`src/design/tbts_pkg.sv`:
```
`default_nettype none
package tbts_pkg;

    localparam int COORD_W   = 18;
    localparam int FRAC_W    = 16;
    localparam int CHAN_W    = 8;
    localparam int TEXEL_W   = 24;
    localparam int TXY_W     = 10;
    localparam int CFG_W     = 11;
    localparam int CFG_IDX_W = 2;

    typedef enum logic [0:0] {
        OP_WRITE  = 1'b0,
        OP_SAMPLE = 1'b1
    } t_op;

    typedef enum logic [CFG_IDX_W-1:0] {
        CFG_TEX_WIDTH  = 2'd0,
        CFG_TEX_HEIGHT = 2'd1
    } t_cfg_idx;

    typedef logic [TEXEL_W-1:0] t_texel;

    typedef struct packed {
        t_op                operation;
        logic [COORD_W-1:0] coord_u;
        logic [COORD_W-1:0] coord_v;
        logic [TXY_W-1:0]   texel_x;
        logic [TXY_W-1:0]   texel_y;
        t_texel             texel_color;
    } t_in_item;

    typedef struct packed {
        logic [CHAN_W-1:0] red;
        logic [CHAN_W-1:0] green;
        logic [CHAN_W-1:0] blue;
    } t_out_item;

    // control carried down the coordinate pipeline
    typedef struct packed {
        logic valid;
        logic sample;
        logic wr_en;
    } t_stage_ctl;

    typedef struct packed {
        logic [TXY_W-1:0] x;
        logic [TXY_W-1:0] y;
        t_texel           color;
    } t_wr;

    // a + floor((b - a) * f / 2^16); result always lies between a and b
    function automatic logic [CHAN_W-1:0] lerp(input logic [CHAN_W-1:0] a,
                                               input logic [CHAN_W-1:0] b,
                                               input logic [FRAC_W-1:0] f);
        logic signed [CHAN_W:0]          d;
        logic signed [CHAN_W+FRAC_W+1:0] p;
        d = $signed({1'b0, b}) - $signed({1'b0, a});
        p = d * $signed({1'b0, f});
        return a + p[FRAC_W+CHAN_W-1:FRAC_W];
    endfunction

endpackage
`default_nettype wire

```
`src/design/tbts_mem.sv`:
```
`default_nettype none
module tbts_mem #(
    parameter int DEPTH = 4,
    parameter int AW    = 2
) (
    input  wire                 i_clk,
    input  wire                 i_en,
    input  wire                 i_we,
    input  wire [AW-1:0]        i_waddr,
    input  tbts_pkg::t_texel    i_wdata,
    input  wire [AW-1:0]        i_raddr_a,
    input  wire [AW-1:0]        i_raddr_b,
    output tbts_pkg::t_texel    o_rdata_a,
    output tbts_pkg::t_texel    o_rdata_b
);

    tbts_pkg::t_texel mem [DEPTH];
    tbts_pkg::t_texel r_a;
    tbts_pkg::t_texel r_b;

    always_ff @(posedge i_clk) begin
        if (i_we) begin
            mem[i_waddr] <= i_wdata;
        end
        // hold read data while the pipeline is stalled
        if (i_en) begin
            r_a <= mem[i_raddr_a];
            r_b <= mem[i_raddr_b];
        end
    end

    assign o_rdata_a = r_a;
    assign o_rdata_b = r_b;

endmodule
`default_nettype wire

```
`config.mk`:
```
export PLATFORM = sky130hd
export DESIGN_NAME = tbts_mem
export DESIGN_NICKNAME = d
export VERILOG_FILES = /design/src/design/tbts_pkg.sv /design/src/design/tbts_mem.sv
export SDC_FILE = /design/constraint.sdc
export NUM_CORES = 1
export LEC_CHECK = 0
export ABC_CLOCK_PERIOD_IN_PS = 2400
export BUFFER_PORTS_ARGS = -buffer_cell sky130_fd_sc_hd__buf_2
export CORE_UTILIZATION = 53
export CTS_BUF_LIST = sky130_fd_sc_hd__clkbuf_8
export DETAILED_ROUTE_END_ITERATION = 10
export HOLD_SLACK_MARGIN = 0.15
export PLACE_DENSITY = 0.8
export SLEW_MARGIN = 20
export SYNTH_ARGS = -nofsm -noshare
export SYNTH_HDL_FRONTEND = slang
export SYNTH_SLANG_ARGS = --single-unit
```
`constraint.sdc`:
```
create_clock -name i_clk -period 2.4 [get_ports i_clk]
set_clock_uncertainty 0.05 [all_clocks]
set_input_delay 0.12 -clock i_clk [delete_from_list [all_inputs] [get_ports i_clk]]
set_output_delay 0.12 -clock i_clk [all_outputs]
set_load 0.05 [all_outputs]
```
---- Yosys cells after proc, flatten, opt, wreduce, memory -nomap -nowiden ----
Memory sizes are Yosys's and may differ from the RTL's. A register that Yosys moved wholly into a read port is not among the register bits.
Cells that the tools add are included.
storage, ports and cells
  flip-flop bits (word level) ............. 0
  bits in writable memories ............... 96
  bits of input ports ..................... 33
  logic and storage cells ................. 3
  memories ................................ 1
cells by class
  multiplexer cells ....................... 2
memory list
  memory  words  bits a word  read ports  clocked after Yosys merged registers in  wr ports  line            text
  mem     4      24           2           2                                        1         tbts_mem.sv:17  tbts_pkg::t_texel mem [DEPTH];
operators by type and width
  cell     number
  $mux W1  2

---- Depth between registers and ports, before layout ----
  word-level depth ........................ 2
  mapped depth ............................ 3
  depth with buffers taken out ............ 1

---- Least setup slack after synthesis ----
No wires, ideal clock.
  kind .................................... input to register
  start point ............................. input i_waddr[1]
  end point ............................... memory mem[0][0] (netlist bit) (enable)
  setup time .............................. 0.441 ns
  arrival time ............................ 1.948 ns
  path slack .............................. -0.039 ns
  stages on the path ...................... 1
  cell sequence ........................... nor3b_1
RTL lines
  item             line            text
  start, declared  tbts_mem.sv:9   input wire [AW-1:0] i_waddr,
  end, declared    tbts_mem.sv:17
Straight into the memory's write port.

---- Worst setup path after layout ----
  start point ............................. input i_en
  end point ............................... register r_a[12] (netlist: o_rdata_a[12]), read port of mem (enable)
RTL lines
  item             line            text
  start, declared  tbts_mem.sv:7   input wire i_en,
  end, declared    tbts_mem.sv:18  tbts_pkg::t_texel r_a;
No word-level cell between the ends.

==> out/qor.yml <==
sta:
  slew_headroom: 0.568
  final-hold-violation-count: 0
  setup_violations: 0
  max_freq_mhz: 783
  grt_setup_unrepaired: "false"
  tns_ns: 0
  holdWs_ns: 0.265
  report.final.slew_viol_count: 0
  fin_crit_ns: 1.28
  tightest_slew_ns: 0.647
  period_share: 0.532
worst_setup_path:
  crit_path_top_delay_cell: "dlygate4sd3_1"
  reg2reg_to: "o_rdata_b[6]$_DFFE_PP_"
  path_delay_family: "buffers and inverters"
  path_cells: "dlygate4sd3_1 > buf_2 > buf_4"
  r2r_slack_ns: 1.16
  required_ns: 2.46
  crit_cells: 3
  crit_type: "in2reg"
  cp_max_fo: 21
  crit_end: "o_rdata_a[12]$_DFFE_PP_"
  slowest_delay_ns: 0.53
  rr_startpoint: "mem[3][6]$_DFFE_PP_"
  r2r.worst_path.cells: 1
  cp-startpoint: "i_en"
  critPathBufInv: 3
  critPathLaunchType: "input pin"
  arrival_ns: 1.34
  end_kind: "flip-flop"
power:
  peakVddDrop_mv: 0.316
  powerDensity_nw_per_um2: 826
  power_mw: 5.63
  netSwitchingPower_mw: 1.26
  p_int_mw: 4.37
  clkPwrFrac: 0.363
  p_leak_nw: 2.42
  seqPwrFrac: 0.532
  power_frac_comb: 0.105
  p_sw_frac: 0.224
global_route:
  antenna_found_initial: 0
  grt_pass1_wl_um: 14600
  grt-ovfl-total: 0
  grt_pass1_vias: 2790
  grt_max_degree: 25
  track_usage: 0.189
cells_and_area:
  nNetsFinal: 361
  nFillCells: 662
  final_common_cell: "edfxtp_1"
  area_delta_synth_final_pct: 21.8
  layout_common_cells: "edfxtp_1 (144), buf_2 (80), mux4_2 (40)"
  post-route-util: 0.664
  antenna_cells: 0
  drive_above_1_share: 0.457
die:
  num_rows: 37
  ios: 81
  die_w_um: 105
  die_area_um2: 11000
  die_y_um: 105
  start_util: 0.545
  core_area_um2: 10300
synthesis:
  yosys.area.top_type_share: 0.773
  synth_area_per_cell_um2: 26.9
  ys_warn_count: 0
  synth-seq-area-share: 0.773
  synthCells: 208
  synth-seq-cells: 144
  synth.largest_area_cell: "edfxtp_1"
  synth_cell_type_count: 10
  ys_top_cells_by_area: "edfxtp_1 (77%), mux4_2 (16%), mux4_1 (3.8%), buf_12 (1.4%), buf_6 (0.40%)"
  synth.net_count: 241
  syn_area_um2: 5600
cts:
  clk_latency_ns: 0.43
  cts_tree: "built"
  path_clk_slew_ns: 0.07
  cts_buffer_depth: 2
  cts_setup_buffers: 0
  cts_root_buffer: "clkbuf_8"
  cts_buffers: 17
  ctsResizeCount: 0
  cts.sinks: 144
  cts_htree_levels: 4
run:
  drv_cap: 0
placed_design:
  gp_congestion: 0.692
  port_buffers: 80
routing:
  drcViolationCount: 0
  viasPerCell: 5.51
  vias: 2627
  drtIter0Drc: 186
  drt_first_pass_iters: 4
  wl_per_cell_um: 19.6
  drt_wl_total_um: 9350
  detail-route-antenna-nets: 0
hold_path:
  hp-class: "in2reg"
status:
  status: "finished, final reports clean"
tightest hold or removal path, stage by stage:
cell	delay (ns)
buf_2	0.12
nor3b_4	0.04
buf_4	0.25
registers in the layout, indices dropped and copies added, names as in the netlist:
register	flops
mem	96
o_rdata_a	24
o_rdata_b	24
how the worst min path moves through the flow:
stage | start | to | slack, ns | cells past startpoint
2_1_floorplan | i_wdata[0] | mem[0][0]$_DFFE_PP_ | 0.17 | 0
3_3_place_gp | i_wdata[22] | mem[1][22]$_DFFE_PP_ | 0.28 | 1
3_5_place_dp | i_wdata[4] | mem[0][4]$_DFFE_PP_ | 0.29 | 1
4_1_cts | i_waddr[0] | mem[0][0]$_DFFE_PP_ | 0.25 | 3
5_1_grt | i_waddr[0] | mem[0][23]$_DFFE_PP_ | 0.26 | 3
6_report | i_waddr[0] | mem[0][23]$_DFFE_PP_ | 0.26 | 3
Yosys cell counts:
master / instances
and3_1: 1
and3b_1: 2
buf_12: 4
buf_2: 4
buf_6: 2
clkbuf_1: 2
edfxtp_1: 144
mux4_1: 8
mux4_2: 40
nor3b_1: 1
cell type report:
class,instances,area (um2),area share
Clock buffer,17,234,0.0343
Clock inverter,15,201,0.0295
Multi-Input combinational cell,52,1150,0.169
Sequential cell,144,4320,0.634
Tap cell,136,170,0.0250
Timing Repair Buffer,113,736,0.108
stage by stage:
step | instance area (um2) | setup WS (ns) | std cells
3_5_place_dp | 6130 | 0.787 | 420
4_1_cts | 6820 | 1.12 | 477
5_1_grt | 6820 | 1.08 | 477
2_1_floorplan | 5600 | 0.814 | 208
6_report | 6820 | 1.12 | 477
3_3_place_gp | 6130 | 0.816 | 420
cell families (layout without fill, tap and decap cells):
logic type / Yosys count / in the layout / synth area share
AND/OR/NAND/NOR: 4 / 4 / 0.00559
flip-flops: 144 / 144 / 0.773
multiplexers: 48 / 48 / 0.199
buffers and inverters: 12 / 145 / 0.0233
what timing repair did:
action / CTS / global route
hold buffers: 25 / 0
hold endpoints to repair: 108 / 0
endpoints found under the setup margin: 0 / 0
power groups by stage:
stage	Sequential (mW)	Combinational, mW	Clock [mW]
after floorplan	3.26	0.196	0
after global placement	3.04	0.556	0
after detailed placement	3.05	0.568	0
after CTS	3.00	0.600	2.08
after global routing	3.01	0.624	2.19
final	3.00	0.593	2.04
routing by layer:
layer	GRT usage	share of wire	wire [um]	up-vias
met2	0.303	0.52	4890	130
met3	0.0561	0.082	763	10
met1	0.239	0.38	3580	1314
li1	-	-	-	1173
met4	0.0865	0.012	114	0
met5	0	0	0	-
Power figures use the tool's default switching activity.
