## config.mk

```make
export PLATFORM = sky130hd
export DESIGN_NAME = tbts_filter
export DESIGN_NICKNAME = d
export VERILOG_FILES = /design/src/design/tbts_pkg.sv /design/src/design/tbts_filter.sv
export SDC_FILE = /design/constraint.sdc
export NUM_CORES = 2
export LEC_CHECK = 0
export ABC_CLOCK_PERIOD_IN_PS = 20700
export BUFFER_PORTS_ARGS = -buffer_cell sky130_fd_sc_hd__buf_4
export CAP_MARGIN = 0
export CORE_ASPECT_RATIO = 1.75
export CORE_MARGIN = 8
export CORE_UTILIZATION = 25
export CTS_CLUSTER_SIZE = 12
export DETAILED_ROUTE_END_ITERATION = 10
export GPL_TIMING_DRIVEN = 0
export SETUP_SLACK_MARGIN = 0.4
export SLEW_MARGIN = 20
export SYNTH_ARGS = -nofsm -noshare
export SYNTH_HDL_FRONTEND = slang
export SYNTH_SLANG_ARGS = --single-unit
```

## constraint.sdc

```tcl
create_clock -name i_clk -period 20.7 [get_ports i_clk]
set_clock_uncertainty 0.05 [all_clocks]
set_input_delay 4.14 -clock i_clk [delete_from_list [all_inputs] [get_ports i_clk]]
set_output_delay 4.14 -clock i_clk [all_outputs]
set_load 0.05 [all_outputs]
```

## src/design/tbts_pkg.sv

```systemverilog
`default_nettype none
package tbts_pkg;

    localparam int COORD_W   = 18;
    localparam int FRAC_W    = 16;
    localparam int CHAN_W    = 8;
    localparam int TEXEL_W   = 24;
    localparam int TXY_W     = 10;
    localparam int CFG_W     = 11;
    localparam int CFG_IDX_W = 2;

    typedef enum logic [0:0] {
        OP_WRITE  = 1'b0,
        OP_SAMPLE = 1'b1
    } t_op;

    typedef enum logic [CFG_IDX_W-1:0] {
        CFG_TEX_WIDTH  = 2'd0,
        CFG_TEX_HEIGHT = 2'd1
    } t_cfg_idx;

    typedef logic [TEXEL_W-1:0] t_texel;

    typedef struct packed {
        t_op                operation;
        logic [COORD_W-1:0] coord_u;
        logic [COORD_W-1:0] coord_v;
        logic [TXY_W-1:0]   texel_x;
        logic [TXY_W-1:0]   texel_y;
        t_texel             texel_color;
    } t_in_item;

    typedef struct packed {
        logic [CHAN_W-1:0] red;
        logic [CHAN_W-1:0] green;
        logic [CHAN_W-1:0] blue;
    } t_out_item;

    // control carried down the coordinate pipeline
    typedef struct packed {
        logic valid;
        logic sample;
        logic wr_en;
    } t_stage_ctl;

    typedef struct packed {
        logic [TXY_W-1:0] x;
        logic [TXY_W-1:0] y;
        t_texel           color;
    } t_wr;

    // a + floor((b - a) * f / 2^16); result always lies between a and b
    function automatic logic [CHAN_W-1:0] lerp(input logic [CHAN_W-1:0] a,
                                               input logic [CHAN_W-1:0] b,
                                               input logic [FRAC_W-1:0] f);
        logic signed [CHAN_W:0]          d;
        logic signed [CHAN_W+FRAC_W+1:0] p;
        d = $signed({1'b0, b}) - $signed({1'b0, a});
        p = d * $signed({1'b0, f});
        return a + p[FRAC_W+CHAN_W-1:FRAC_W];
    endfunction

endpackage
`default_nettype wire

```

## src/design/tbts_filter.sv

```systemverilog
`default_nettype none
module tbts_filter (
    input  wire                          i_clk,
    input  wire                          i_rst_n,
    input  wire                          i_en,
    input  wire                          i_valid,
    input  wire [tbts_pkg::FRAC_W-1:0]   i_fx,
    input  wire [tbts_pkg::FRAC_W-1:0]   i_fy,
    input  tbts_pkg::t_texel             i_tex00,
    input  tbts_pkg::t_texel             i_tex10,
    input  tbts_pkg::t_texel             i_tex01,
    input  tbts_pkg::t_texel             i_tex11,
    output logic                         o_valid,
    output tbts_pkg::t_out_item          o_res
);

    localparam int FW = tbts_pkg::FRAC_W;

    logic                r5_vld, r6_vld, r_out_vld;
    logic [FW-1:0]       r5_fx, r5_fy, r6_fy;
    tbts_pkg::t_out_item r6_top, r6_bot, r_out;
    tbts_pkg::t_out_item n_top, n_bot, n_out;

    // texel data arrives in the cycle after its address, in step with r5
    always_comb begin
        n_top.red   = tbts_pkg::lerp(i_tex00[23:16], i_tex10[23:16], r5_fx);
        n_top.green = tbts_pkg::lerp(i_tex00[15:8],  i_tex10[15:8],  r5_fx);
        n_top.blue  = tbts_pkg::lerp(i_tex00[7:0],   i_tex10[7:0],   r5_fx);
        n_bot.red   = tbts_pkg::lerp(i_tex01[23:16], i_tex11[23:16], r5_fx);
        n_bot.green = tbts_pkg::lerp(i_tex01[15:8],  i_tex11[15:8],  r5_fx);
        n_bot.blue  = tbts_pkg::lerp(i_tex01[7:0],   i_tex11[7:0],   r5_fx);
        n_out.red   = tbts_pkg::lerp(r6_top.red,   r6_bot.red,   r6_fy);
        n_out.green = tbts_pkg::lerp(r6_top.green, r6_bot.green, r6_fy);
        n_out.blue  = tbts_pkg::lerp(r6_top.blue,  r6_bot.blue,  r6_fy);
    end

    always_ff @(posedge i_clk) begin
        if (!i_rst_n) begin
            r5_vld    <= 1'b0;
            r6_vld    <= 1'b0;
            r_out_vld <= 1'b0;
        end else if (i_en) begin
            r5_vld    <= i_valid;
            r6_vld    <= r5_vld;
            r_out_vld <= r6_vld;
        end
    end

    always_ff @(posedge i_clk) begin
        if (i_en) begin
            r5_fx  <= i_fx;
            r5_fy  <= i_fy;
            r6_top <= n_top;
            r6_bot <= n_bot;
            r6_fy  <= r5_fy;
            r_out  <= n_out;
        end
    end

    assign o_valid = r_out_vld;
    assign o_res   = r_out;

endmodule
`default_nettype wire

```

---- Word level (Yosys, flattened, before mapping) ----
Index checks and enable logic that the tools add are counted.
storage, ports and cells
  bits in registers ....................... 123
  input bits .............................. 132
  output and inout bits ................... 25
operators by class
  add/sub/neg operators ................... 18
  multiply operators ...................... 9
operator list
  operator                                       count
  9-bit by 17-bit multiplier with 24-bit output  9
  8-bit by 8-bit subtractor with 9-bit output    9
  8-bit adder                                    9

---- Logic depth before layout (Yosys ltp) ----
  word-level depth ........................ 3
  gate-level depth with buffers ........... 38

---- Worst setup path before layout ----
Ideal clock, no wire load.
  path type ............................... input to register
  start point ............................. input port i_tex01[17]
  end point ............................... register r6_bot[23] (netlist name), data pin
  setup time .............................. 0.260 ns
  arrival ................................. 11.741 ns
  data required time ...................... 20.390 ns
  slack ................................... 8.649 ns
  stages .................................. 36
  buffers on the path ..................... 0
  path through ............................ inv_1 > ha_1 > nor2b_1 > o21ai_1 > a21boi_1 > o21a_1 > nor2_1 > o21bai_1 > a21oi_1 > mux2_2 > fa_1 > fa_1 > inv_1 > fa_1 > fa_1 > inv_1 > fa_1 > inv_1 > ha_1 > nand4_1 > or4_1 > a211o_1 > a21oi_1 > o21ai_1 > nand2b_1 > a21oi_1 > xnor2_1 > ha_1 > a21o_1 > a21oi_1 > nor2b_1 > o21a_1 > o41a_1 > xnor2_1 > xnor2_1 > xnor2_1
RTL lines
  item                  RTL line           source
  from (decl)           tbts_filter.sv:11  input tbts_pkg::t_texel i_tex01,
  to (signal assigned)  tbts_filter.sv:54  r6_bot <= n_bot;
  to (decl)             tbts_filter.sv:21  tbts_pkg::t_out_item r6_top, r6_bot, r_out;

==> impl_metrics.yaml <==
setup_path:
  critPathKind: "input port to register"
  r2r_slack_ns: 10.44
  worstSetupPathDepth: 38
  critPathLaunch: "i_tex01[1]"
  start_kind: "input port"
  r2r_cells: 26
  r2r_end: "r6_bot[7]"
  critical_path.top_delay_family: "compound AO/OA/AOI/OAI gates"
  setup.worst_path.end: "r6_bot[7]"
  arrival_ns: 13.95
  critical_path_required_ns: 20.87
  critical_path_buf_inv_count: 7
  crit_path_max_fanout: 10
  crit_path_frequent_cell: "inv_1"
  slowest_delay_ns: 0.72
  r2r_start: "r5_fx[1]"
  cp_slowest_cell: "a21oi_1"
  end_kind: "register"
clocking:
  numCtsBuffers: 25
  cts_tree: "done"
  clockRootBuffer: "clkbuf_16"
  cts.sinks: 123
  cts_buffer_depth: 3
  htreeDepth: 4
  post_cts_buffers: 0
  clk_pin_slew_worst_paths_ns: 0.08
  post_cts_resized: 0
  cts_hold_buf: 0
  clk_latency_ns: 0.60
yosys:
  ys_seq_area_frac: 0.0755
  syn_area_um2: 48500
  yosysTopAreaCell: "fa_1"
  ys_async_sr_fraction: 0
  ys.flop_type: "edfxtp_1"
  synth_top_area_frac: 0.372
  syn_nets: 6834
  ys_ff_latch: 123
  netlist_instances: 5163
  syn-mean-instance-area_um2: 9.39
  netlist_top_cells_count: "fa_1, inv_1, ha_1"
  yosys-top-cells-area: "fa_1, ha_1, edfxtp_1, and2_1, inv_1"
  synth-edff-count: 120
  synth_most_common_cell: "fa_1"
  synth_cell_types: 65
  yosysWarnings: 0
drt:
  ant_nets: 0
  route.vias.total: 37679
  drc: 0
  postRouteWirelength_um: 184000
  drtPass1Iterations: 6
  vias_per_cell: 4.73
  dr.first_iter.drc_count: 2440
  wl_per_cell_um: 23.1
global_route:
  grt_max_degree: 66
  overflow: 0
  track_usage: 0.176
  grt_pass1_vias: 42136
  grt_antenna_before_repair: 21
  grt_first_pass_wirelength_um: 269000
cells_and_area:
  areaGrowthSynthToFinish_pct: 10.8
  num-nets-final: 7020
  layout-drive-gt1-share: 0.0581
  final_area_um2: 53700
die:
  io_pins: 157
  die_x_um: 349
  fp.coreArea_um2: 194000
  initial_core_util: 0.250
  die_area_um2: 209000
  die_h_um: 599
  fp-row-count: 214
timing:
  slew_headroom: 0.152
  clock.fmax_mhz: 72.6
  min_period_over_period: 0.665
  tns_ns: 0
  period_minus_slack_ns: 13.78
  drv_slew: 0
  worst_slew_pin_slew_ns: 1.27
  hold_viol: 0
  rsz0062_at_grt: "no"
  finalSetupViolations: 0
  setup_slack_ns: 6.92
min_path:
  hold_class: "register to register"
placed_design:
  place_ws_ns: 6.52
  place_hpwl_um: 153000
  gp_congestion: 1.00
  placed_cell_area_um2: 53000
  portBuffers: 156
status:
  status: "completed"
job:
  maxCapViolCount: 0
[cell usage in the layout, fill, tap and decap left out, drive strengths merged, types with 106 or more instances in the layout]
| cell type | count |
|---|---|
| mux2i | 106 |
| nand2 | 397 |
| fa | 900 |
| inv | 819 |
| edfxtp | 120 |
| clkbuf | 264 |
| and2 | 524 |
| nand2b | 408 |
| ha | 639 |
| xnor2 | 152 |
| nor2 | 215 |
| buf | 171 |
[worst min-delay path by stage]
stage,startpoint,endpoint,slack [ns],cells after the start
finish,r5_fy[1],r6_fy[1],0.38,0
global route,r5_fy[3],r6_fy[3],0.38,0
CTS,r5_fy[3],r6_fy[3],0.38,0
detailed placement,r5_fy[12],r6_fy[12],0.35,0
global placement,r5_fy[0],r6_fy[0],0.36,0
floorplan,r5_fy[0],r6_fy[0],0.35,0
[cell families (layout without fill, tap and decap cells)]
family | count (synthesis) | after routing | share of synthesized area
buf+inv | 1069 | 1258 | 0.0830
xor+xnor | 194 | 194 | 0.0350
fa+ha+maj | 1539 | 1539 | 0.536
mux | 147 | 147 | 0.0314
compound gates | 311 | 311 | 0.0416
simple gates | 1780 | 1780 | 0.197
flops | 123 | 123 | 0.0755
other cells | 0 | 14 | 0
[worst register-to-register path: cells and delay by family, from the launching register on]
family                   cells  cell delay [ns]
adder cells (fa/ha/maj)      7             2.86
buffers and inverters        3             2.50
AO/OA/AOI/OAI                8             1.89
XOR/XNOR                     4             1.34
AND/OR/NAND/NOR              4             0.79
flip-flops                   1             0.48
[registers in the layout, indices dropped and copies added (netlist names), 16 cells and up]
register / flops
o_res: 24
r6_bot: 24
r6_top: 24
r5_fx: 16
r5_fy: 16
r6_fy: 16
[stage by stage]
stage / instances / util / hold slack, ns
2_1_floorplan: 5163 / - / 0.350
3_3_place_gp: 7911 / 0.273 / 0.357
3_5_place_dp: 7914 / 0.274 / 0.355
4_1_cts: 7944 / 0.277 / 0.381
5_1_grt: 7950 / 0.278 / 0.381
6_report: 7958 / 0.278 / 0.381
[per-layer routing]
metal | global-route usage | vias to the layer above | share of wire | routed length (um)
met4 | 0.146 | 10 | 0.10 | 19000
met5 | 0 | - | 0.00039 | 72
met3 | 0.0367 | 716 | 0.071 | 13000
li1 | - | 16365 | - | -
met1 | 0.173 | 19019 | 0.33 | 60100
met2 | 0.315 | 1569 | 0.50 | 91700
[final cells by class]
| type | count | area [um2] |
|---|---|---|
| clock inverter | 4 | 68.8 |
| sequential | 123 | 3660 |
| antenna | 14 | 35.0 |
| multi-input combinational | 3971 | 40800 |
| fill | 20461 | 140000 |
| tap | 2592 | 3240 |
| buffer | 250 | 977 |
| timing repair buffer | 159 | 1230 |
| clock buffer | 26 | 629 |
| inverter | 819 | 3070 |
Power is not shown: default switching activity piles up to over one toggle a cycle in this logic, so the estimate is an artifact.
