## config.mk

```make
export PLATFORM = sky130hd
export DESIGN_NAME = tbts_coord
export DESIGN_NICKNAME = d
export VERILOG_FILES = /design/src/design/tbts_pkg.sv /design/src/design/tbts_coord.sv
export SDC_FILE = /design/constraint.sdc
export NUM_CORES = 1
export LEC_CHECK = 0
export BUFFER_PORTS_ARGS = -buffer_cell sky130_fd_sc_hd__buf_2
export CAP_MARGIN = 20
export CORE_MARGIN = 2
export CORE_UTILIZATION = 49
export DETAILED_ROUTE_END_ITERATION = 6
export PLACE_DENSITY_LB_ADDON = 0.3
export SLEW_MARGIN = 20
export SYNTH_ARGS = -nofsm -noshare
export SYNTH_HDL_FRONTEND = slang
export SYNTH_SLANG_ARGS = --single-unit
```

## constraint.sdc

```tcl
create_clock -name i_clk -period 7.8 [get_ports i_clk]
set_clock_uncertainty 0.1 [all_clocks]
set_input_delay 1.56 -clock i_clk [delete_from_list [all_inputs] [get_ports i_clk]]
set_output_delay 1.56 -clock i_clk [all_outputs]
set_load 0.005 [all_outputs]
```

## src/design/tbts_pkg.sv

```systemverilog
`default_nettype none
package tbts_pkg;

    localparam int COORD_W   = 18;
    localparam int FRAC_W    = 16;
    localparam int CHAN_W    = 8;
    localparam int TEXEL_W   = 24;
    localparam int TXY_W     = 10;
    localparam int CFG_W     = 11;
    localparam int CFG_IDX_W = 2;

    typedef enum logic [0:0] {
        OP_WRITE  = 1'b0,
        OP_SAMPLE = 1'b1
    } t_op;

    typedef enum logic [CFG_IDX_W-1:0] {
        CFG_TEX_WIDTH  = 2'd0,
        CFG_TEX_HEIGHT = 2'd1
    } t_cfg_idx;

    typedef logic [TEXEL_W-1:0] t_texel;

    typedef struct packed {
        t_op                operation;
        logic [COORD_W-1:0] coord_u;
        logic [COORD_W-1:0] coord_v;
        logic [TXY_W-1:0]   texel_x;
        logic [TXY_W-1:0]   texel_y;
        t_texel             texel_color;
    } t_in_item;

    typedef struct packed {
        logic [CHAN_W-1:0] red;
        logic [CHAN_W-1:0] green;
        logic [CHAN_W-1:0] blue;
    } t_out_item;

    // control carried down the coordinate pipeline
    typedef struct packed {
        logic valid;
        logic sample;
        logic wr_en;
    } t_stage_ctl;

    typedef struct packed {
        logic [TXY_W-1:0] x;
        logic [TXY_W-1:0] y;
        t_texel           color;
    } t_wr;

    // a + floor((b - a) * f / 2^16); result always lies between a and b
    function automatic logic [CHAN_W-1:0] lerp(input logic [CHAN_W-1:0] a,
                                               input logic [CHAN_W-1:0] b,
                                               input logic [FRAC_W-1:0] f);
        logic signed [CHAN_W:0]          d;
        logic signed [CHAN_W+FRAC_W+1:0] p;
        d = $signed({1'b0, b}) - $signed({1'b0, a});
        p = d * $signed({1'b0, f});
        return a + p[FRAC_W+CHAN_W-1:FRAC_W];
    endfunction

endpackage
`default_nettype wire

```

## src/design/tbts_coord.sv

```systemverilog
`default_nettype none
module tbts_coord #(
    parameter int MAX_WIDTH  = 1024,
    parameter int MAX_HEIGHT = 1024
) (
    input  wire                          i_clk,
    input  wire                          i_rst_n,
    input  wire                          i_en,
    input  wire                          i_valid,
    input  tbts_pkg::t_in_item           i_item,
    input  wire [$clog2(MAX_WIDTH+1)-1:0]  i_width,
    input  wire [$clog2(MAX_HEIGHT+1)-1:0] i_height,
    output tbts_pkg::t_stage_ctl         o_ctl,
    output logic [$clog2(MAX_WIDTH)-1:0]  o_x0,
    output logic [$clog2(MAX_WIDTH)-1:0]  o_x1,
    output logic [$clog2(MAX_HEIGHT)-1:0] o_y0,
    output logic [$clog2(MAX_HEIGHT)-1:0] o_y1,
    output logic [tbts_pkg::FRAC_W-1:0]   o_fx,
    output logic [tbts_pkg::FRAC_W-1:0]   o_fy,
    output tbts_pkg::t_wr                o_wr
);

    localparam int WW = $clog2(MAX_WIDTH+1);
    localparam int HW = $clog2(MAX_HEIGHT+1);
    localparam int XW = $clog2(MAX_WIDTH);
    localparam int YW = $clog2(MAX_HEIGHT);
    localparam int CW = tbts_pkg::COORD_W;
    localparam int FW = tbts_pkg::FRAC_W;

    tbts_pkg::t_stage_ctl r1_ctl, r2_ctl, r3_ctl, r4_ctl;
    tbts_pkg::t_wr        r1_wr, r2_wr, r3_wr, r4_wr;
    logic [CW+WW-1:0]     r1_tu;
    logic [CW+HW-1:0]     r1_tv;
    logic [WW:0]          r2_qx;
    logic [HW:0]          r2_qy;
    logic [FW-1:0]        r2_fx, r2_fy, r3_fx, r3_fy, r4_fx, r4_fy;
    logic [XW-1:0]        r3_x0, r4_x0, r4_x1;
    logic [YW-1:0]        r3_y0, r4_y0, r4_y1;

    tbts_pkg::t_stage_ctl n1_ctl;
    logic [WW+1:0]        xi, two_w;
    logic [HW+1:0]        yi, two_h;
    logic [WW:0]          n_qx;
    logic [HW:0]          n_qy;
    logic [XW-1:0]        n_x0, n_x1;
    logic [YW-1:0]        n_y0, n_y1;
    logic [WW-1:0]        nx_inc;
    logic [HW-1:0]        ny_inc;

    always_comb begin
        n1_ctl.valid  = i_valid;
        n1_ctl.sample = (i_item.operation == tbts_pkg::OP_SAMPLE);
        n1_ctl.wr_en  = (32'(i_item.texel_x) < 32'(MAX_WIDTH))
                     && (32'(i_item.texel_y) < 32'(MAX_HEIGHT));

        // the scaled coordinate is below 4 * size: reduce in two steps
        xi    = r1_tu[CW+WW-1:FW];
        yi    = r1_tv[CW+HW-1:FW];
        two_w = {1'b0, i_width, 1'b0};
        two_h = {1'b0, i_height, 1'b0};
        n_qx  = (xi >= two_w) ? (WW+1)'(xi - two_w) : (WW+1)'(xi);
        n_qy  = (yi >= two_h) ? (HW+1)'(yi - two_h) : (HW+1)'(yi);

        n_x0 = (r2_qx >= {1'b0, i_width})  ? XW'(r2_qx - {1'b0, i_width})  : XW'(r2_qx);
        n_y0 = (r2_qy >= {1'b0, i_height}) ? YW'(r2_qy - {1'b0, i_height}) : YW'(r2_qy);

        nx_inc = WW'(r3_x0) + WW'(1);
        ny_inc = HW'(r3_y0) + HW'(1);
        n_x1   = (nx_inc == i_width)  ? '0 : XW'(nx_inc);
        n_y1   = (ny_inc == i_height) ? '0 : YW'(ny_inc);
    end

    always_ff @(posedge i_clk) begin
        if (!i_rst_n) begin
            r1_ctl <= '0;
            r2_ctl <= '0;
            r3_ctl <= '0;
            r4_ctl <= '0;
        end else if (i_en) begin
            r1_ctl <= n1_ctl;
            r2_ctl <= r1_ctl;
            r3_ctl <= r2_ctl;
            r4_ctl <= r3_ctl;
        end
    end

    always_ff @(posedge i_clk) begin
        if (i_en) begin
            r1_tu <= (CW+WW)'(i_item.coord_u) * (CW+WW)'(i_width);
            r1_tv <= (CW+HW)'(i_item.coord_v) * (CW+HW)'(i_height);
            r1_wr <= '{x: i_item.texel_x, y: i_item.texel_y, color: i_item.texel_color};
            r2_qx <= n_qx;
            r2_qy <= n_qy;
            r2_fx <= r1_tu[FW-1:0];
            r2_fy <= r1_tv[FW-1:0];
            r2_wr <= r1_wr;
            r3_x0 <= n_x0;
            r3_y0 <= n_y0;
            r3_fx <= r2_fx;
            r3_fy <= r2_fy;
            r3_wr <= r2_wr;
            r4_x0 <= r3_x0;
            r4_y0 <= r3_y0;
            r4_x1 <= n_x1;
            r4_y1 <= n_y1;
            r4_fx <= r3_fx;
            r4_fy <= r3_fy;
            r4_wr <= r3_wr;
        end
    end

    assign o_ctl = r4_ctl;
    assign o_x0  = r4_x0;
    assign o_x1  = r4_x1;
    assign o_y0  = r4_y0;
    assign o_y1  = r4_y1;
    assign o_fx  = r4_fx;
    assign o_fy  = r4_fy;
    assign o_wr  = r4_wr;

    a_wrap_in_range: assert property (@(posedge i_clk) disable iff (!i_rst_n)
        (r4_ctl.valid && r4_ctl.sample) |->
            ((WW'(r4_x0) < i_width) && (HW'(r4_y0) < i_height)))
        else $error("wrapped texel index not below texture size");

    a_next_column: assert property (@(posedge i_clk) disable iff (!i_rst_n)
        (r4_ctl.valid && r4_ctl.sample) |->
            ((r4_x1 == '0) || (r4_x1 == XW'(r4_x0 + XW'(1)))))
        else $error("right neighbor is neither next column nor wrapped");

    a_first_reduce: assert property (@(posedge i_clk) disable iff (!i_rst_n)
        (r2_ctl.valid && r2_ctl.sample) |->
            (((WW+1)'(r2_qx) < (WW+1)'(two_w)) && ((HW+1)'(r2_qy) < (HW+1)'(two_h))))
        else $error("first reduction step left value above twice the size");

endmodule
`default_nettype wire

```

* Word-level counts from Yosys, hierarchy flattened
Cells that the tools add are included.
Storage, ports and cells: register bits 426, input port bits 107, output and inout bits 119, word-level logic and storage cells 58
Operators by class: add/subtract/negate cells 6, $mul 2, magnitude comparators 4, eq/ne operators 2, multiplexer cells 4
Operator list (count):
- $mul 18x11->29 | 2
- $ge 13x12->1 | 2
- $ge 12x11->1 | 2
- $mux 12 | 2
- $sub 12x12->12 | 2
- $add 10x1->11 const B | 2
- $eq 11x11->1 | 2
- $mux 10 | 2
- $sub 10x10->10 | 2

* Depth between registers and ports, before layout
depth after elaboration 2, mapped depth 22, gate-level depth less buffers 19

* Worst setup path before layout
Ideal clock, no wire load.
path kind input-to-reg, start in i_width[3], end reg r1_tu[26], data pin, setup time 0.260 ns, arrival time 6.629 ns, data required time 7.440 ns, slack 0.811 ns, stages on the path 20, path buffers 4, cells stage by stage clkbuf_1 clkbuf_1 buf_1 nand2_1 fa_1 fa_1 inv_1 fa_1 fa_1 inv_1 fa_1 inv_1 ha_1 clkbuf_1 nand4_1 or3_1 o31ai_1 o21a_1 a21boi_0 xnor2_1
Between the ends: word-level cells in the longest chain between the ends 1
Ends and longest elaborated chain:
- start, declared | RTL line tbts_coord.sv:11 | input wire [$clog2(MAX_WIDTH+1)-1:0] i_width,
- $mul 18x11->29 | RTL line tbts_coord.sv:89 | r1_tu <= (CW+WW)'(i_item.coord_u) * (CW+WW)'(i_width);
- end signal, assigned | RTL line tbts_coord.sv:89
- end, declared | RTL line tbts_coord.sv:32 | logic [CW+WW-1:0] r1_tu;
No other way between the ends. A chain may end at the register's enable or synchronous reset.

* Worst setup path after layout
start in i_height[5], end reg r1_tv[26], data pin
Between the ends: word-level cells in the longest chain between the ends 1
Ends and longest elaborated chain:
- start, declared | RTL line tbts_coord.sv:12 | input wire [$clog2(MAX_HEIGHT+1)-1:0] i_height,
- $mul 18x11->29 | RTL line tbts_coord.sv:90 | r1_tv <= (CW+HW)'(i_item.coord_v) * (CW+HW)'(i_height);
- end signal, assigned | RTL line tbts_coord.sv:90
- end, declared | RTL line tbts_coord.sv:33 | logic [CW+HW-1:0] r1_tv;
No other way between the ends.

==> impl_metrics.py <==
metrics = {
    "pwr": {
        "comb_power_share_pct": 54.3,
        "swShare_pct": 40.6,
        "intPower_uw": 7550,
        "cellPowerDensity_nw_per_um2": 394,
        "p_seq_share_pct": 29.3,
        "irDropWorstVdd_mv": 0.253,
        "p_leak_uw": 0.0140,
        "power_uw": 12700,
        "clkPwrFrac_pct": 16.5,
        "p_sw_uw": 5160,
    },
    "floorplan": {
        "rows": 89,
        "die_h_um": 247,
        "core-area_um2": 58800,
        "die_w_um": 247,
        "dieArea_um2": 61200,
        "start_util_pct": 49.4,
        "io_pins": 226,
    },
    "global_route": {
        "grt_max_degree": 177,
        "grt_pass1_wl_um": 97600,
        "first_global_vias": 19200,
        "antenna_found_initial": 1,
        "overflow": 0,
        "grt_usage_pct": 20.1,
    },
    "clock_network": {
        "cts_buffer_depth": 3,
        "ctsHtreeMaxLevel": 2,
        "post_cts_buffers": 0,
        "cts_tree": "built",
        "numCtsBuffers": 44,
        "cts-root-buf": "clkbuf_16",
        "clock_latency_ns": 0.57,
        "cts.repair.resized": 0,
        "cts_hold_buf": 0,
        "clk_pin_slew_ns": 0.06,
        "cts_sinks": 426,
    },
    "logic_synthesis": {
        "syn_nets": 3057,
        "synth-seq-cells": 426,
        "seq_area_frac_synth_pct": 43.7,
        "async_flop_share_pct": 0,
        "synth_adder_area_share_pct": 27.8,
        "synth_edf_count": 414,
        "ys_warn_count": 0,
        "synth_flop_cell": "edfxtp_1",
        "ys_types": 72,
        "synth_top_family_by_area": "adder cells",
        "synthSimpleGateAreaFrac_pct": 11.8,
        "synthMuxAreaShare_pct": 1.34,
        "syn-cell-area_um2": 29000,
        "synth_compound_area_share_pct": 5.76,
        "synth_xor_area_share_pct": 3.38,
        "avgSynthCellArea_um2": 11.7,
        "syn_inst": 2480,
    },
    "setup_path": {
        "cp_max_fo": 20,
        "worst_ep_required_time_ns": 7.98,
        "cpPeakStageDelay_ns": 0.56,
        "crit_top_cell": "fa_1",
        "crit_type": "in2reg",
        "arrival_ns": 6.92,
        "critPathCaptureType": "flip-flop",
        "cp-start-kind": "primary input",
        "cp-startpoint": "i_height[5]",
        "r2r-start": "r1_tu[22]$_DFFE_PP_",
        "crit_chain": "buf_2 -> nand2_1 -> fa_1 -> inv_1 -> fa_1 -> fa_1 -> fa_1 -> inv_1 -> fa_1 -> inv_1 -> ha_1 -> a211o_1 -> a21oi_1 -> o211ai_1 -> a41oi_1 -> o21ai_1 -> nor4_1 -> a311oi_1",
        "cpMaxStageDelayCell": "fa_1",
    },
    "finish": {
        "layout.nets": 3239,
        "syn_to_final_growth_pct": 11.2,
        "drive_gt1_share_pct": 12.3,
        "num_antenna_cells": 0,
        "fill_cells": 4971,
    },
    "drt": {
        "wl_per_cell_um": 17.3,
        "drt_iter0_markers": 1209,
        "dr.pass1.iters": 6,
        "drc_errors": 0,
        "top_layer_used": "met4",
        "dr_total_vias": 18300,
        "postRouteAntennaNets": 0,
        "drt-vias-per-instance": 5.29,
        "drt-met1-wl_um": 24600,
        "dr_wl_met3_um": 4050,
        "wl_um": 60000,
        "route.met2.wl_um": 29600,
    },
    "timing": {
        "hold_ws_ns": 0.308,
        "fin_crit_sh_pct": 86.3,
        "finalMaxSlewViolations": 0,
        "fin_tns_setup_ns": 0,
        "slew_headroom_pct": 33.0,
        "clock.fmax_ghz": 0.148,
        "tightest_slew_ns": 1.01,
        "hold_viol": 0,
        "finalSetupViolations": 0,
        "grt_setup_unrepaired": "false",
        "fin_crit_ns": 6.73,
    },
    "run_status": {
        "status": "completed",
    },
    "min_path": {
        "min_path_type": "reg2reg",
        "min_from": "r2_wr[37]$_DFFE_PP_",
    },
    "flow_run": {
        "maxCapViolations": 0,
    },
    "placement": {
        "portBuffers": 225,
        "globalplace.congestion": 0.898,
        "dpl.hpwl_um": 44800,
    },
}
-- layout make-up --
type / count / area [um^2] / area share [%]
Timing Repair Buffer: 234 / 1230 / 3.81
Clock inverter: 29 / 279 / 0.865
Multi-Input combinational cell: 1568 / 14500 / 45.0
Tap cell: 773 / 967 / 3.00
Inverter: 388 / 1460 / 4.51
Sequential cell: 426 / 12700 / 39.3
Clock buffer: 52 / 1150 / 3.57
-- layer usage --
layer  up-vias  track usage, %
li1       8515               -
met1      9113            25.7
met2       587            34.2
met3       133            3.72
met4         0            7.22
met5         -               0
-- synth_stat cells, types with 35 or more instances --
| cell | count | area share [%] |
|---|---|---|
| edfxtp_1 | 414 | 43 |
| nor2_1 | 82 | 1.1 |
| fa_1 | 290 | 20 |
| inv_1 | 388 | 5.0 |
| xor2_1 | 35 | 1.1 |
| nand2_1 | 271 | 3.5 |
| clkbuf_1 | 87 | 1.1 |
| xnor2_1 | 77 | 2.3 |
| o21ai_0 | 50 | 0.86 |
| a21oi_1 | 104 | 1.8 |
| ha_1 | 180 | 7.8 |
| and2_1 | 206 | 4.4 |
-- state kept, by name, summed over array words and instances, names as in the netlist, 12 cells and up --
register,flops
o_wr,44
r1_wr,44
r2_wr,44
r3_wr,44
r1_tu,29
r1_tv,29
o_fx,16
o_fy,16
r2_fx,16
r2_fy,16
r3_fx,16
r3_fy,16
r2_qx,12
r2_qy,12
-- cell families after synthesis --
| logic type | Yosys count |
|---|---|
| AND/OR/NAND/NOR | 687 |
| buffers and inverters | 486 |
| adder cells (fa/ha/maj) | 470 |
| flip-flops | 426 |
| AO/OA/AOI/OAI | 263 |
| XOR/XNOR | 112 |
| multiplexers | 36 |
-- worst paths after layout --
kind / endpoint / slack [ns] / cells after the start
max: r1_tv[26]$_DFFE_PP_ / 1.07 / 18
min: r3_wr[37]$_DFFE_PP_ / 0.31 / 0
max reg2reg: r2_qx[7]$_DFFE_PP_ / 4.60 / 7
min reg2reg: r3_wr[37]$_DFFE_PP_ / 0.31 / 0
-- metrics by stage --
| step | area (um^2) | util [%] | instances | setup slack (ns) |
|---|---|---|---|---|
| after global routing | 32300 | 54.9 | 3470 | 0.874 |
| after CTS | 32300 | 54.9 | 3470 | 1.13 |
| final | 32300 | 54.9 | 3470 | 1.07 |
| after detailed placement | 30800 | 52.5 | 3389 | 0.553 |
| after global placement | 30800 | 52.5 | 3389 | 0.715 |
| after floorplan | 29000 | - | 2480 | 0.811 |
-- cell usage in the layout, fill, tap and decap left out, types with 6 or more instances in the layout --
master / netlist / routed
inv_1: 388 / 388
a21oi_1: 104 / 104
nor2b_1: 25 / 25
ha_1: 180 / 180
a31oi_1: 9 / 9
a211oi_1: 10 / 10
nor3_1: 16 / 16
buf_2: 4 / 224
mux2i_1: 19 / 19
clkbuf_1: 87 / 7
edfxtp_1: 414 / 414
o21ai_0: 50 / 50
nand2_1: 271 / 271
dfxtp_1: 12 / 12
nand4_1: 13 / 13
clkbuf_16: 0 / 45
or3_1: 8 / 8
a21o_1: 16 / 16
nand3_1: 21 / 21
inv_6: 0 / 6
xor2_1: 35 / 35
clkinv_2: 0 / 6
nand2b_1: 12 / 12
mux2_2: 15 / 15
nor2_1: 82 / 82
clkinv_1: 0 / 7
and3_1: 6 / 6
o21a_1: 9 / 9
o211ai_1: 8 / 8
a41oi_1: 6 / 6
and2_1: 206 / 206
xnor2_1: 77 / 77
buf_4: 0 / 7
fa_1: 290 / 290
nor4_1: 7 / 7
-- power by group through the flow --
stage,combinational [uW],sequential (uW),clock (uW)
after floorplan,5220,3640,0
after global placement,6650,3740,0
after detailed placement,6850,3760,0
after CTS,6910,3720,2160
after global routing,7830,3770,2250
final,6890,3720,2090
-- worst max-delay path: cells and delay by family --
kind / cells / cell delay [ns]
fa+ha+maj: 6 / 2.89
compound gates: 6 / 1.43
buf+inv: 4 / 0.55
simple gates: 2 / 0.48
(Power assumes the default switching activity.)
